[src/rtl/gcpg_pkg.sv]
// shared types and constants of the gapped circle point generator
`default_nettype none

package gcpg_pkg;

    localparam int RADIUS_W = 7;
    localparam int COORD_W  = 8;
    localparam int GAP_W    = 4;
    localparam int MASK_W   = 4;
    localparam int SQ_W     = 2 * RADIUS_W;
    localparam int SUM_W    = SQ_W + 1;

    localparam int MAX_POINTS = 57;
    localparam int COUNT_W    = $clog2(MAX_POINTS);

    localparam int CFG_ADDR_W = 1;
    localparam int CFG_DATA_W = 8;

    localparam logic [CFG_ADDR_W-1:0] CFG_CLIP_TOP    = 1'b0;
    localparam logic [CFG_ADDR_W-1:0] CFG_CLIP_BOTTOM = 1'b1;

    localparam logic [COORD_W-1:0] CLIP_TOP_RESET    = 8'd23;
    localparam logic [COORD_W-1:0] CLIP_BOTTOM_RESET = 8'd136;

    typedef enum logic [2:0] {
        ST_IDLE,
        ST_SQ_R,
        ST_SQ_X,
        ST_FIT,
        ST_EMIT
    } state_t;

    typedef struct packed {
        logic [RADIUS_W-1:0] operand;
        logic [SQ_W-1:0]     base;
        logic [SQ_W-1:0]     limit;
    } sq_req_t;

    typedef struct packed {
        logic [SQ_W-1:0] square;
        logic            over;
    } sq_rsp_t;

endpackage

`default_nettype wire

[src/rtl/gapped_circle_point_generator.sv]
// top level: sequencer, configuration registers and result register
//
// s_ channel takes one circle request (radius, center_x, center_y, gap_step);
// m_ channel returns one result per walked x step: offsets, clip group mask
// and last_point on the final result of the request. A radius at or above
// RADIUS_LIMIT produces no result; a gap of zero walks in steps of one.
// clip_top and clip_bottom are written through cfg_wr_en / cfg_addr /
// cfg_wdata; the user must write them only while the block is idle, as the
// block itself does not enforce it. One shared squarer does the squaring
// and the compare against the squared radius. A request is loaded in
// ST_IDLE and squares the radius in ST_SQ_R; per result it squares x in
// ST_SQ_X, tests y in ST_FIT (again after each y decrement) and loads the
// result register in ST_EMIT. s_ready is high only between requests.
// Results sit in an output register; while the receiver stalls the walk
// halts at the next result, and a new request is still taken once the walk
// is done even if the final result waits. Reset empties the block and loads
// the clip registers with 23 and 136.
`default_nettype none

module gapped_circle_point_generator #(
    parameter int RADIUS_LIMIT = 80
) (
    input  wire logic                               aclk,
    input  wire logic                               aresetn,

    input  wire logic                               cfg_wr_en,
    input  wire logic [gcpg_pkg::CFG_ADDR_W-1:0]    cfg_addr,
    input  wire logic [gcpg_pkg::CFG_DATA_W-1:0]    cfg_wdata,

    input  wire logic                               s_valid,
    output logic                                    s_ready,
    input  wire logic [gcpg_pkg::RADIUS_W-1:0]      s_radius,
    input  wire logic [gcpg_pkg::COORD_W-1:0]       s_center_x,
    input  wire logic [gcpg_pkg::COORD_W-1:0]       s_center_y,
    input  wire logic [gcpg_pkg::GAP_W-1:0]         s_gap_step,

    output logic                                    m_valid,
    input  wire logic                               m_ready,
    output logic      [gcpg_pkg::RADIUS_W-1:0]      m_offset_x,
    output logic      [gcpg_pkg::RADIUS_W-1:0]      m_offset_y,
    output logic      [gcpg_pkg::MASK_W-1:0]        m_group_mask,
    output logic                                    m_last_point
);

    localparam logic [gcpg_pkg::RADIUS_W:0] LIMIT = (gcpg_pkg::RADIUS_W + 1)'(RADIUS_LIMIT);
    localparam logic [gcpg_pkg::COUNT_W-1:0] LAST_COUNT =
        gcpg_pkg::COUNT_W'(gcpg_pkg::MAX_POINTS - 1);

    gcpg_pkg::state_t state_reg, state_next;

    logic [gcpg_pkg::COORD_W-1:0]  clip_top_reg, clip_bottom_reg;
    logic [gcpg_pkg::RADIUS_W-1:0] radius_reg, radius_next;
    logic [gcpg_pkg::COORD_W-1:0]  cy_reg, cy_next;
    logic [gcpg_pkg::GAP_W-1:0]    gap_reg, gap_next;
    logic [gcpg_pkg::RADIUS_W-1:0] x_reg, x_next;
    logic [gcpg_pkg::RADIUS_W-1:0] y_reg, y_next;
    logic [gcpg_pkg::SQ_W-1:0]     rr_reg, rr_next;
    logic [gcpg_pkg::SQ_W-1:0]     xx_reg, xx_next;
    logic [gcpg_pkg::COUNT_W-1:0]  n_reg, n_next;

    logic                          m_valid_reg, m_valid_next;
    logic [gcpg_pkg::RADIUS_W-1:0] out_x_reg, out_x_next;
    logic [gcpg_pkg::RADIUS_W-1:0] out_y_reg, out_y_next;
    logic [gcpg_pkg::MASK_W-1:0]   out_mask_reg, out_mask_next;
    logic                          out_last_reg, out_last_next;

    gcpg_pkg::sq_req_t sq_req;
    gcpg_pkg::sq_rsp_t sq_rsp;
    logic [gcpg_pkg::MASK_W-1:0]   mask;
    logic [gcpg_pkg::RADIUS_W:0]   nx;
    logic                          last;
    logic                          slot_free;

    gcpg_square_unit u_square (
        .req (sq_req),
        .rsp (sq_rsp)
    );

    gcpg_clip_mask u_clip (
        .center_y    (cy_reg),
        .offset_x    (x_reg),
        .offset_y    (y_reg),
        .clip_top    (clip_top_reg),
        .clip_bottom (clip_bottom_reg),
        .group_mask  (mask)
    );

    always_ff @(posedge aclk) begin
        if (!aresetn) begin
            clip_top_reg    <= gcpg_pkg::CLIP_TOP_RESET;
            clip_bottom_reg <= gcpg_pkg::CLIP_BOTTOM_RESET;
        end else if (cfg_wr_en) begin
            unique case (cfg_addr)
                gcpg_pkg::CFG_CLIP_TOP:    clip_top_reg    <= cfg_wdata;
                gcpg_pkg::CFG_CLIP_BOTTOM: clip_bottom_reg <= cfg_wdata;
                default: ;
            endcase
        end
    end

    always_ff @(posedge aclk) begin
        if (!aresetn) begin
            state_reg   <= gcpg_pkg::ST_IDLE;
            m_valid_reg <= 1'b0;
        end else begin
            state_reg   <= state_next;
            m_valid_reg <= m_valid_next;
        end
    end

    always_ff @(posedge aclk) begin
        radius_reg   <= radius_next;
        cy_reg       <= cy_next;
        gap_reg      <= gap_next;
        x_reg        <= x_next;
        y_reg        <= y_next;
        rr_reg       <= rr_next;
        xx_reg       <= xx_next;
        n_reg        <= n_next;
        out_x_reg    <= out_x_next;
        out_y_reg    <= out_y_next;
        out_mask_reg <= out_mask_next;
        out_last_reg <= out_last_next;
    end

    always_comb begin
        state_next    = state_reg;
        radius_next   = radius_reg;
        cy_next       = cy_reg;
        gap_next      = gap_reg;
        x_next        = x_reg;
        y_next        = y_reg;
        rr_next       = rr_reg;
        xx_next       = xx_reg;
        n_next        = n_reg;
        out_x_next    = out_x_reg;
        out_y_next    = out_y_reg;
        out_mask_next = out_mask_reg;
        out_last_next = out_last_reg;

        slot_free     = !m_valid_reg || m_ready;
        m_valid_next  = m_valid_reg && !m_ready;
        s_ready       = (state_reg == gcpg_pkg::ST_IDLE);

        nx   = {1'b0, x_reg} + (gcpg_pkg::RADIUS_W + 1)'(gap_reg);
        last = (nx > {1'b0, y_reg}) || (n_reg == LAST_COUNT);

        sq_req.base  = xx_reg;
        sq_req.limit = rr_reg;
        unique case (state_reg)
            gcpg_pkg::ST_SQ_R: sq_req.operand = radius_reg;
            gcpg_pkg::ST_SQ_X: sq_req.operand = x_reg;
            default:           sq_req.operand = y_reg;
        endcase

        unique case (state_reg)
            gcpg_pkg::ST_IDLE: begin
                if (s_valid) begin
                    radius_next = s_radius;
                    cy_next     = s_center_y;
                    gap_next    = (s_gap_step == '0) ? gcpg_pkg::GAP_W'(1) : s_gap_step;
                    x_next      = '0;
                    y_next      = s_radius;
                    n_next      = '0;
                    if ({1'b0, s_radius} < LIMIT) begin
                        state_next = gcpg_pkg::ST_SQ_R;
                    end
                end
            end
            gcpg_pkg::ST_SQ_R: begin
                rr_next    = sq_rsp.square;
                state_next = gcpg_pkg::ST_SQ_X;
            end
            gcpg_pkg::ST_SQ_X: begin
                xx_next    = sq_rsp.square;
                state_next = gcpg_pkg::ST_FIT;
            end
            gcpg_pkg::ST_FIT: begin
                if (y_reg != '0 && sq_rsp.over) begin
                    y_next = y_reg - gcpg_pkg::RADIUS_W'(1);
                end else begin
                    state_next = gcpg_pkg::ST_EMIT;
                end
            end
            gcpg_pkg::ST_EMIT: begin
                if (slot_free) begin
                    m_valid_next  = 1'b1;
                    out_x_next    = x_reg;
                    out_y_next    = y_reg;
                    out_mask_next = mask;
                    out_last_next = last;
                    if (last) begin
                        state_next = gcpg_pkg::ST_IDLE;
                    end else begin
                        x_next     = nx[gcpg_pkg::RADIUS_W-1:0];
                        n_next     = n_reg + gcpg_pkg::COUNT_W'(1);
                        state_next = gcpg_pkg::ST_SQ_X;
                    end
                end
            end
            default: state_next = gcpg_pkg::ST_IDLE;
        endcase
    end

    assign m_valid      = m_valid_reg;
    assign m_offset_x   = out_x_reg;
    assign m_offset_y   = out_y_reg;
    assign m_group_mask = out_mask_reg;
    assign m_last_point = out_last_reg;

    // every emitted point lies on or inside the circle
    assert property (@(posedge aclk) disable iff (!aresetn)
        state_reg == gcpg_pkg::ST_EMIT |-> !sq_rsp.over)
        else $error("emitted point outside circle");

    // a y test at zero always ends the search
    assert property (@(posedge aclk) disable iff (!aresetn)
        state_reg == gcpg_pkg::ST_FIT && y_reg == '0 |=> state_reg == gcpg_pkg::ST_EMIT)
        else $error("y search did not stop at zero");

    // a result is loaded only into a free output slot
    assert property (@(posedge aclk) disable iff (!aresetn)
        m_valid && !m_ready |=> m_valid && $stable(m_offset_x) && $stable(m_last_point))
        else $error("pending result overwritten");

endmodule

`default_nettype wire

[src/rtl/gcpg_square_unit.sv]
// shared squarer with add and compare against the squared radius
`default_nettype none

module gcpg_square_unit (
    input  wire gcpg_pkg::sq_req_t req,
    output gcpg_pkg::sq_rsp_t      rsp
);

    logic [gcpg_pkg::SQ_W-1:0]  square;
    logic [gcpg_pkg::SUM_W-1:0] sum;

    always_comb begin
        square     = gcpg_pkg::SQ_W'(req.operand) * gcpg_pkg::SQ_W'(req.operand);
        sum        = {1'b0, req.base} + {1'b0, square};
        rsp.square = square;
        rsp.over   = sum > {1'b0, req.limit};
    end

endmodule

`default_nettype wire

[src/rtl/gcpg_clip_mask.sv]
// vertical clip tests for the four mirrored point groups
`default_nettype none

module gcpg_clip_mask (
    input  wire logic [gcpg_pkg::COORD_W-1:0]  center_y,
    input  wire logic [gcpg_pkg::RADIUS_W-1:0] offset_x,
    input  wire logic [gcpg_pkg::RADIUS_W-1:0] offset_y,
    input  wire logic [gcpg_pkg::COORD_W-1:0]  clip_top,
    input  wire logic [gcpg_pkg::COORD_W-1:0]  clip_bottom,
    output logic      [gcpg_pkg::MASK_W-1:0]   group_mask
);

    localparam int W = gcpg_pkg::COORD_W + 1;

    logic [W-1:0] cy;
    logic [W-1:0] top;
    logic [W-1:0] bot;
    logic [W-1:0] dx;
    logic [W-1:0] dy;

    always_comb begin
        cy  = W'(center_y);
        top = W'(clip_top);
        bot = W'(clip_bottom);
        dx  = W'(offset_x);
        dy  = W'(offset_y);
        // cy - d > top rewritten as cy > top + d so nothing goes negative
        group_mask[0] = (cy + dy) < bot;
        group_mask[1] = cy > (top + dy);
        group_mask[2] = (cy + dx) < bot;
        group_mask[3] = cy > (top + dx);
    end

endmodule

`default_nettype wire

[config.mk]
export PLATFORM = sky130hd
export DESIGN_NAME = gapped_circle_point_generator
export DESIGN_NICKNAME = d
export VERILOG_FILES = /design/src/rtl/gcpg_pkg.sv /design/src/rtl/gapped_circle_point_generator.sv /design/src/rtl/gcpg_square_unit.sv /design/src/rtl/gcpg_clip_mask.sv
export SDC_FILE = /design/constraint.sdc
export NUM_CORES = 1
export LEC_CHECK = 0
export ABC_AREA = 1
export BUFFER_PORTS_ARGS = -buffer_cell sky130_fd_sc_hd__buf_2
export CAP_MARGIN = 20
export CORE_MARGIN = 1
export CORE_UTILIZATION = 56
export CTS_CLUSTER_DIAMETER = 40
export DETAILED_ROUTE_END_ITERATION = 16
export PLACE_DENSITY = 0.83
export REMOVE_ABC_BUFFERS = 1
export SLEW_MARGIN = 0
export SYNTH_ARGS = -nofsm -noshare
export SYNTH_HDL_FRONTEND = slang
export SYNTH_HIERARCHICAL = 1
export SYNTH_SLANG_ARGS = --single-unit
[constraint.sdc]
create_clock -name aclk -period 6.8 [get_ports aclk]
set_input_delay 0.68 -clock aclk [delete_from_list [all_inputs] [get_ports aclk]]
set_output_delay 0.68 -clock aclk [all_outputs]
set_load 0.01 [all_outputs]
# After elaboration in Yosys (flattened, before gate mapping)
# Index checks and enable logic that the tools add are counted.
[word_totals]
reg_bits = 106
inputBits = 41
out_inout_bits = 21
wordCells = 82
[op_classes]
n_addsub = 8
mul = 1
magnitude_cmp = 7
n_eq_ne = 11
muxes = 20
bitwise = 1
n_reduce_logical = 18
[ops]
columns = ["op", "n"]
rows = [
  ["$pmux W7 S2", 3],
  ["$add A8 B7 Y9", 4],
  ["$mux W7", 5],
  ["$gt A8 B9 Y1", 2],
  ["$lt A9 B8 Y1", 2],
  ["$mux W6", 3],
  ["$add A14 B14 Y15", 1],
  ["$gt A15 B14 Y1", 1],
  ["$pmux W3 S5", 1],
  ["$mul A7 B7 Y14", 1],
  ["$mux W3", 4],
  ["$pmux W6 S2", 1],
  ["$ne A2 B2 Y1 const B", 5],
  ["$add A7 B4 Y8", 1],
  ["$gt A8 B7 Y1", 1],
  ["$reduce_and A2 Y1", 4],
  ["$reduce_and A4 Y1", 2],
  ["$lt A7 B7 Y1 const B", 1],
  ["$reduce_bool A7 Y1", 1],
  ["$sub A7 B1 Y7 const B", 1],
  ["$add A6 B1 Y6 const B", 1],
  ["$eq A3 B2 Y1 const B", 2],
  ["$eq A6 B6 Y1 const B", 1],
  ["$logic_not A4 Y1", 1],
  ["other kinds (12)", 17],
]

# Depth between registers and ports, before layout
# Gate-level depths: netlist of run 1.
[depth]
word_depth = 8
mapped_depth = 42
depth_no_buf = 41

# Cells and area by module
# The synthesis of run 1 kept the hierarchy.
[by_module_without_submodules]
columns = ["module", "n_inst", "cells_each", "area_each_um2", "seq_area_each_um2"]
rows = [
  ["gapped_circle_point_generator", 1, 364, 4335.4, 2982.9],
  ["gcpg_square_unit", 1, 363, 2367.3, 0.0],
  ["gcpg_clip_mask", 1, 300, 2005.7, 0.0],
]

# Worst setup path before layout of run 1
# No wires, ideal clock.
[synth_timing]
path_kind = "register to register"
startpoint = "register state_reg[0]"
endpoint = "register y_reg[0] (netlist name) (enable)"
arrival_ns = 6.613
required_ns = 6.419
path_slack_ns = -0.194
stages_incl_launch_ff = 37
path_cell_list = "dfxtp_1 inv_2 nor3_4 nand2_1 o221ai_1 clkbuf_1 nand2_1 xor2_1 ha_1 inv_1 fa_1 inv_1 fa_1 inv_1 fa_1 inv_1 ha_1 nand2_1 o21ai_0 nand2_1 nand3_1 xor2_1 ha_1 nand2_1 nor2_1 a211oi_1 nand3_1 nand2_1 nand2_1 ha_1 and3_1 nand3_2 nor2_1 nor2_1 nor2_1 nand3_1 o21ai_0"
[synth_rtl]
columns = ["element", "line_no", "source"]
rows = [
  ["from (decl)", "gapped_circle_point_generator.sv:49", "gcpg_pkg::state_t state_reg, state_next;"],
  ["from (signal assigned)", "gapped_circle_point_generator.sv:103", "state_reg <= gcpg_pkg::ST_IDLE;"],
  ["from (signal assigned)", "gapped_circle_point_generator.sv:106", "state_reg <= state_next;"],
  ["to (signal assigned)", "gapped_circle_point_generator.sv:116", "y_reg <= y_next;"],
  ["to (decl)", "gapped_circle_point_generator.sv:56", "logic [gcpg_pkg::RADIUS_W-1:0] y_reg, y_next;"],
]

==> flow_metrics.tcl, run 1 <==
set metrics [dict create \
    gp_congestion 0.947 \
    antenna_cells 0 \
    gr-max-usage-layer "met2" \
    drt-pass1-iter-count 5 \
    dp_hpwl_mm 15.8 \
    yosysTopAreaCellShare_pct 29.7 \
    worstHoldPathType "flip-flop to flip-flop" \
    grt_max_degree 21 \
    worst-slew-pin-transition_ns 1.03 \
    cts-htree-levels 3 \
    via_per_inst 5.79 \
    grt_pass1_wl_mm 34.5 \
    synthesis.area_um2 8710 \
    grtUsageMet1_pct 32.0 \
    finalCriticalPeriod_ns 7.04 \
    met2_usage_pct 47.8 \
    fin_area_um2 10400 \
    clk_path_buf_depth 2 \
    slew_violations 0 \
    cts_tree "yes" \
    ios 62 \
    synth_flop_cell "edfxtp_1" \
    yosysTopAreaCell "edfxtp_1" \
    die_area_um2 16100 \
    final-hold-violation-count 0 \
    synth_area_per_cell_um2 8.48 \
    area_delta_synth_final_pct 19.5 \
    nets 1347 \
    max-cap-violations 0 \
    grt_usage_pct 27.3 \
    critical_path_class "flip-flop to flip-flop" \
    drive_above_1_share_pct 24.0 \
    worstPathMaxFanout 7 \
    status "finished with violations" \
    die_h_um 127 \
    setup_viol_count_final 10 \
    core_area_um2 15200 \
    start_util_pct 57.3 \
    drt_iter0_drc 706 \
    clock-root-buffer "clkbuf_16" \
    synth_area_leaders "edfxtp_1 30%, ha_1 18%, nand2_1 8.5%" \
    vias 7843 \
    path_buf_inv 8 \
    grt_overflow 0 \
    wire_per_inst_um 17.2 \
    layout_common_cells "181 x nand2_1, 148 x inv_1, 117 x ha_1, 86 x edfxtp_1, 84 x buf_4" \
    yosysSeqAreaShare_pct 34.3 \
    cts_buffers 9 \
    violations "setup timing" \
    period_share_pct 103 \
    critical_path.top_delay_family "adder cells" \
    antenna_found_initial 0 \
    placementRows 45 \
    insertion_delay_ns 0.35 \
    critPathMaxStageDelay_ns 0.56 \
    clkTransAtPathRegs_ns 0.07 \
    required_ns 6.86 \
    port_buffers 53 \
    drt_wl_total_mm 23.3 \
    finClkSkew_ns 0.00877 \
    place_area_um2 9570 \
    final_common_cell "nand2_1" \
    synthCells 1027 \
    grt_use_met3_pct 5.10 \
    cp-end-kind "flip-flop" \
    crit_slowest_cell "fa_1" \
    cp-start-kind "flip-flop" \
    ys_seq_elements 106 \
    synth-edff-count 86 \
    cts_sinks 106 \
    synth_cell_type_count 49 \
    rsz0062_at_grt "true" \
    drc 0 \
    ant_nets 0 \
    yosys_warnings 6 \
    max_freq_mhz 142 \
    grt_pass1_vias 7526 \
    slew_headroom_pct 31.2 \
    critPathArrivalTime_ns 7.10 \
    async_reset_ff_share_pct 0 \
    setup_ws_ns -0.235 \
    die_width_um 127 \
]
## Yosys cell counts (18+ instances only)
library cell  number
edfxtp_1          86
dfxtp_1           20
nand2_1          197
xnor2_1           18
xor2_1            36
inv_1            155
fa_1              18
o21ai_0           29
a21oi_1           56
nand4_1           23
ha_1             125
nor2_1            91
nand3_1           48
## stage by stage
| stage | std cells | utilization [%] | setup TNS, ns | setup WS [ns] | hold slack (ns) |
|---|---|---|---|---|---|
| after floorplan | 1012 | - | -1.83 | -0.261 | 0.442 |
| after global placement | 1312 | 63.0 | -1.05 | -0.115 | 0.457 |
| after detailed placement | 1312 | 63.0 | -3.15 | -0.332 | 0.474 |
| after CTS | 1346 | 66.4 | 0 | 0.00178 | 0.490 |
| after global routing | 1355 | 68.5 | -4.83 | -0.490 | 0.505 |
| final | 1355 | 68.5 | -2.21 | -0.235 | 0.483 |
## final cells by class
type / instances / area, µm²
Multi-Input combinational cell: 741 / 5380
Tap cell: 188 / 235
Fill cell: 1067 / 4790
Clock inverter: 5 / 32.5
Inverter: 165 / 622
Sequential cell: 106 / 2990
Timing Repair Buffer: 140 / 930
Clock buffer: 10 / 229
## cells by family after synthesis
kind of cell | count (synthesis) | share of synthesized area [%]
flops | 106 | 34.3
other cells | 1 | 0.0431
buf+inv | 180 | 8.05
xor+xnor | 54 | 5.43
fa+ha+maj | 143 | 22.1
simple gates | 415 | 21.6
compound gates | 128 | 8.53
## worst min-delay path, delay by kind of cell (launching register included)
kind	cells	cell delay, ns
and+or+nand+nor	2	0.12
DFF	1	0.33
## metal layers
layer	vias to the layer above	routed length, µm
li1	3686	-
met1	3651	9150
met2	404	11300
met3	102	1720
met4	0	1120
met5	-	0
## what timing repair did
| action | 4_1_cts | 5_1_grt |
|---|---|---|
| setup endpoints to repair | 10 | 10 |
| gates resized for setup | 33 | 55 |
| hold endpoints to repair | 0 | 0 |
| pin swaps | 22 | 35 |
| hold buffers | 0 | 0 |
| setup buffers | 19 | 10 |
## path summary, 6_finish.rpt
path / start / to / slack, ns / cells after the start
worst min register to register: clip_bottom_reg[7] / clip_bottom_reg[7] / 0.48 / 2
worst max-delay path: state_reg[0] / y_reg[0] / -0.24 / 35
worst max register to register: state_reg[0] / y_reg[0] / -0.24 / 35
worst min-delay path: clip_bottom_reg[7] / clip_bottom_reg[7] / 0.48 / 2
Power of run 1 is left out: the tool's default activity adds up to more than one toggle a clock period on the data nets, which glitch-free logic cannot reach.
==> inputs of run 2 (changes only) <==
Settings changed: PLACE_DENSITY 0.83 to 0.78.
Clock period 6.8 ns to 6.1 ns, I/O delays scaled along.
==> run 2 against run 1 <==
  * The run still ends with setup timing left
  * Setup slack worse by 0.28 ns
  * Sequential share of layout area down 0.15 points
  * Count of clock-buffer cells in the layout up 2
  * Register-to-register slack worse by 0.28 ns
  * Utilization up 0.39 points
  * Final cell count up 0.66%
  * Clock skew up 0.00069 ns
  * Worst hold slack worse by 0.064 ns
  * Die area unchanged
  * Flip-flop and latch count unchanged
  * Critical endpoint unchanged
==> flow_metrics.tcl, run 2 (synthesized netlist as in run 1, its figures left out) <==
set metrics [dict create \
    drive_above_1_share_pct 24.7 \
    rsz0062_at_grt "true" \
    vias 7453 \
    port_buffers 53 \
    core_area_um2 15200 \
    worstPathMaxFanout 8 \
    drt_wl_total_mm 21.0 \
    timing.rr.start "state_reg[0]" \
    clkTransAtPathRegs_ns 0.07 \
    grt_max_degree 21 \
    final_common_cell "nand2_1" \
    via_per_inst 5.46 \
    required_ns 6.17 \
    placementRows 45 \
    die_h_um 127 \
    max-cap-violations 0 \
    clock-root-buffer "clkbuf_16" \
    min-delay-start "s_center_y[3]" \
    register_area_um2 2990 \
    nets 1355 \
    ios 62 \
    clk_path_buf_depth 2 \
    dp_hpwl_mm 16.0 \
    slew_violations 0 \
    status "finished with violations" \
    cts_sinks 106 \
    cts_hold_buf 0 \
    area_delta_synth_final_pct 20.2 \
    final.setup.tns_ns -4.94 \
    critical_path_class "flip-flop to flip-flop" \
    drc 0 \
    cp-start-kind "flip-flop" \
    insertion_delay_ns 0.36 \
    grt_overflow 0 \
    wire_per_inst_um 15.4 \
    cts_buffers 9 \
    met2WireLength_mm 9.92 \
    cts_tree "yes" \
    preCtsSetupSlack_ns -0.784 \
    reg2reg_slack_ns -0.51 \
    hold_ws_ns 0.418 \
    max_freq_mhz 151 \
    fillers 1154 \
    cp-end-kind "flip-flop" \
    setup_viol_count_final 10 \
    met3_length_mm 1.21 \
    wl_met1_mm 9.37 \
    drt_iter0_drc 531 \
    die_area_um2 16100 \
    drt-pass1-iter-count 5 \
    holdPathStages 1 \
    slew_headroom_pct 51.3 \
    antenna_cells 0 \
    finalNonFillerCells 1364 \
    min_to "cy_reg[3]" \
    gp_congestion 0.919 \
    finalCriticalPeriod_ns 6.61 \
    r2r_end "y_reg[0]" \
    start_util_pct 57.3 \
    dr.max_layer_used "met4" \
    multi_input_area_um2 5370 \
    worstHoldPathType "primary input to flip-flop" \
    antenna_found_initial 0 \
    critPathArrivalTime_ns 6.69 \
    cts-htree-levels 3 \
    critPathMaxStageDelay_ns 0.49 \
    die_width_um 127 \
    final-hold-violation-count 0 \
    grt_pass1_wl_mm 33.9 \
    layout_common_cells "187 x nand2_1, 149 x inv_1, 115 x ha_1, 94 x buf_4, 86 x edfxtp_1" \
    period_share_pct 108 \
    grt_usage_pct 27.1 \
    reg2regPathDepth 37 \
    violations "setup timing" \
    finClkSkew_ns 0.00946 \
    ant_nets 0 \
    crit_slowest_cell "fa_1" \
    cp_common_cell "nor2_2" \
    dp.cells 1335 \
    setup_ws_ns -0.510 \
    grt_pass1_vias 7217 \
    worst-slew-pin-transition_ns 0.728 \
]
## run 2: cell count changes in the layout (fill, tap and decap cells not counted), sizes merged
| cell | before | now |
|---|---|---|
| buf | 140 | 148 |
| clkinv | 4 | 3 |
| clkbuf | 10 | 12 |
| inv | 165 | 166 |
| clkinvlp | 1 | 0 |
## run 2: how the worst max path moves through the flow
stage | startpoint | endpoint | cells past startpoint
after floorplan | state_reg[0] | y_reg[0] | 35
after global placement | state_reg[2] | y_reg[0] | 35
after detailed placement | state_reg[2] | y_reg[1] | 35
after CTS | state_reg[0] | y_reg[0] | 38
after global routing | state_reg[0] | y_reg[2] | 37
final | state_reg[0] | y_reg[0] | 37
## run 2: per-stage QoR
step	instance area, µm²	util [%]
after floorplan	8630	-
after global routing	10500	68.9
after CTS	10300	67.6
final	10500	68.9
after global placement	9740	64.1
after detailed placement	9740	64.1
## run 2: routing by layer
| layer | GRT usage [%] | vias to the layer above |
|---|---|---|
| met5 | 0 | - |
| met4 | 10.8 | 0 |
| met3 | 3.58 | 32 |
| met2 | 45.6 | 226 |
| met1 | 35.6 | 3495 |
| li1 | - | 3700 |
## run 2: area by class of cell
class,count,area share [%]
Tap cell,188,2.25
Clock buffer,12,2.35
Inverter,165,5.92
Multi-Input combinational cell,741,51.3
Sequential cell,106,28.5
Clock inverter,4,0.263
Timing Repair Buffer,148,9.38
## run 2: critical path, delay by kind of cell (launching register included)
family	cells	cell delay, ns
fa+ha+maj	7	2.55
simple gates	17	1.92
buf+inv	8	0.71
xor+xnor	2	0.39
compound gates	3	0.38
flops	1	0.35
## run 2: repair_timing
item	CTS	global route
buffers inserted	9	4
pin swaps	36	23
setup endpoints to repair	10	10
gates cloned	0	0
resized for setup	42	38
Power of run 2 is left out for the same reason.
==> inputs of run 3 (changes only) <==
Clock period 6.1 ns to 6.04 ns, I/O delays scaled along.
==> run 3 against run 2 <==
  * The run still ends with setup timing left
  * Utilization up 1.5 points
  * Clock skew down 0.0040 ns
  * Sequential share of layout area down 0.58 points
  * Largest cell class unchanged
  * Final cell count up 1.6%
  * Critical endpoint is now state_reg[0]
==> flow_metrics.tcl, run 3 (synthesized netlist as in run 1, its figures left out) <==
set metrics [dict create \
    start_util_pct 57.3 \
    finalCriticalPeriod_ns 6.74 \
    cts-htree-levels 3 \
    clk_path_buf_depth 2 \
    fin_area_um2 10700 \
    cts_tree "yes" \
    final-hold-violation-count 0 \
    ant_nets 0 \
    placementRows 45 \
    status "finished with violations" \
    core_area_um2 15200 \
    worstPathMaxFanout 4 \
    via_per_inst 5.65 \
    multi_input_area_um2 5370 \
    rsz0062_at_grt "true" \
    dr.max_layer_used "met4" \
    utilization_pct 70.4 \
    critical_path_class "flip-flop to flip-flop" \
    cp-start-kind "flip-flop" \
    finClkSkew_ns 0.00548 \
    drt_iter0_drc 777 \
    antenna_cells 0 \
    drt_wl_total_mm 23.0 \
    required_ns 6.30 \
    die_width_um 127 \
    worstHoldPathType "primary input to flip-flop" \
    vias 7834 \
    antenna_found_initial 0 \
    slew_headroom_pct 49.9 \
    drc 0 \
    slew_violations 0 \
    wl_met1_mm 9.43 \
    crit_slowest_cell "fa_1" \
    max-cap-violations 0 \
    drt-pass1-iter-count 5 \
    area_delta_synth_final_pct 22.8 \
    cts_hold_buf 0 \
    drive_above_1_share_pct 26.1 \
    register_area_um2 2990 \
    insertion_delay_ns 0.36 \
    fillers 1081 \
    violations "setup timing" \
    layout_common_cells "183 x nand2_1, 148 x inv_1, 116 x ha_1, 111 x buf_4, 86 x edfxtp_1" \
    worst-slew-pin-transition_ns 0.748 \
    period_share_pct 112 \
    place_area_um2 9740 \
    critPathArrivalTime_ns 7.00 \
    grt_pass1_wl_mm 35.0 \
    grt_max_degree 21 \
    max_freq_mhz 148 \
    setup_ws_ns -0.704 \
    ios 62 \
    dp_hpwl_mm 16.2 \
    wire_per_inst_um 16.6 \
    preCtsSetupSlack_ns -0.890 \
    final_common_cell "nand2_1" \
    grt_usage_pct 27.9 \
    nets 1377 \
    cts_sinks 106 \
    clock-root-buffer "clkbuf_16" \
    critPathMaxStageDelay_ns 0.53 \
    die_h_um 127 \
    die_area_um2 16100 \
    grt_overflow 0 \
    met3_length_mm 1.74 \
    clkTransAtPathRegs_ns 0.07 \
    grt_pass1_vias 7482 \
    gp_congestion 0.910 \
    cp-end-kind "flip-flop" \
    cts_buffers 9 \
    finalNonFillerCells 1386 \
    met2WireLength_mm 10.9 \
    dp.cells 1335 \
    setup_viol_count_final 10 \
    port_buffers 53 \
]
[run 3: cell types whose count changed in the layout (fill, tap and decap cells not counted), moves of 2 or more]
cell / before / now
buf_4: 94 / 111
buf_6: 1 / 6
a21oi_1: 46 / 50
a21oi_2: 16 / 12
nand2_1: 187 / 183
nand2_2: 23 / 27
bufinv_16: 0 / 2
clkinv_2: 2 / 0
[run 3: worst paths after layout]
kind / startpoint / to / slack, ns / cells past startpoint
worst max-delay path: state_reg[0] / state_reg[0] / -0.70 / 40
worst min-delay path: s_center_y[5] / cy_reg[5] / 0.42 / 1
worst max register to register: state_reg[0] / state_reg[0] / -0.70 / 40
worst min register to register: clip_bottom_reg[6] / clip_bottom_reg[6] / 0.48 / 2
[run 3: area by class of cell]
type | instances | area share [%]
well taps | 188 | 2.20
multi-input cells | 741 | 50.2
flip-flops and latches | 106 | 27.9
clock inverters | 6 | 0.831
clock buffers | 10 | 2.14
inverters | 165 | 5.81
repair buffers | 170 | 10.9
[run 3: worst max-delay path, delay by kind of cell, from the launching register on]
kind	cells	cell delay [ns]
compound gates	8	1.16
xor+xnor	3	0.54
fa+ha+maj	7	2.75
buf+inv	8	0.54
flops	1	0.34
simple gates	14	1.29
[run 3: routing by layer]
metal / up-vias / global-route usage, %
li1: 3731 / -
met1: 3659 / 35.3
met2: 368 / 47.4
met3: 76 / 4.39
met4: 0 / 12.3
met5: - / 0
[run 3: repair_timing]
item                                    in CTS  in global routing
gates resized for setup                     48                 41
setup buffers                               32                  5
pin swaps                                   40                 30
endpoints found under the setup margin      10                 10
endpoints found under the hold margin        0                  0
[run 3: through the flow]
stage | hold slack (ns) | TNS (ns)
2_1_floorplan | 0.442 | -9.36
3_3_place_gp | 0.457 | -5.99
3_5_place_dp | 0.472 | -8.35
4_1_cts | 0.408 | -4.62
5_1_grt | 0.409 | -9.49
6_report | 0.416 | -6.88
Power of run 3 is left out for the same reason.
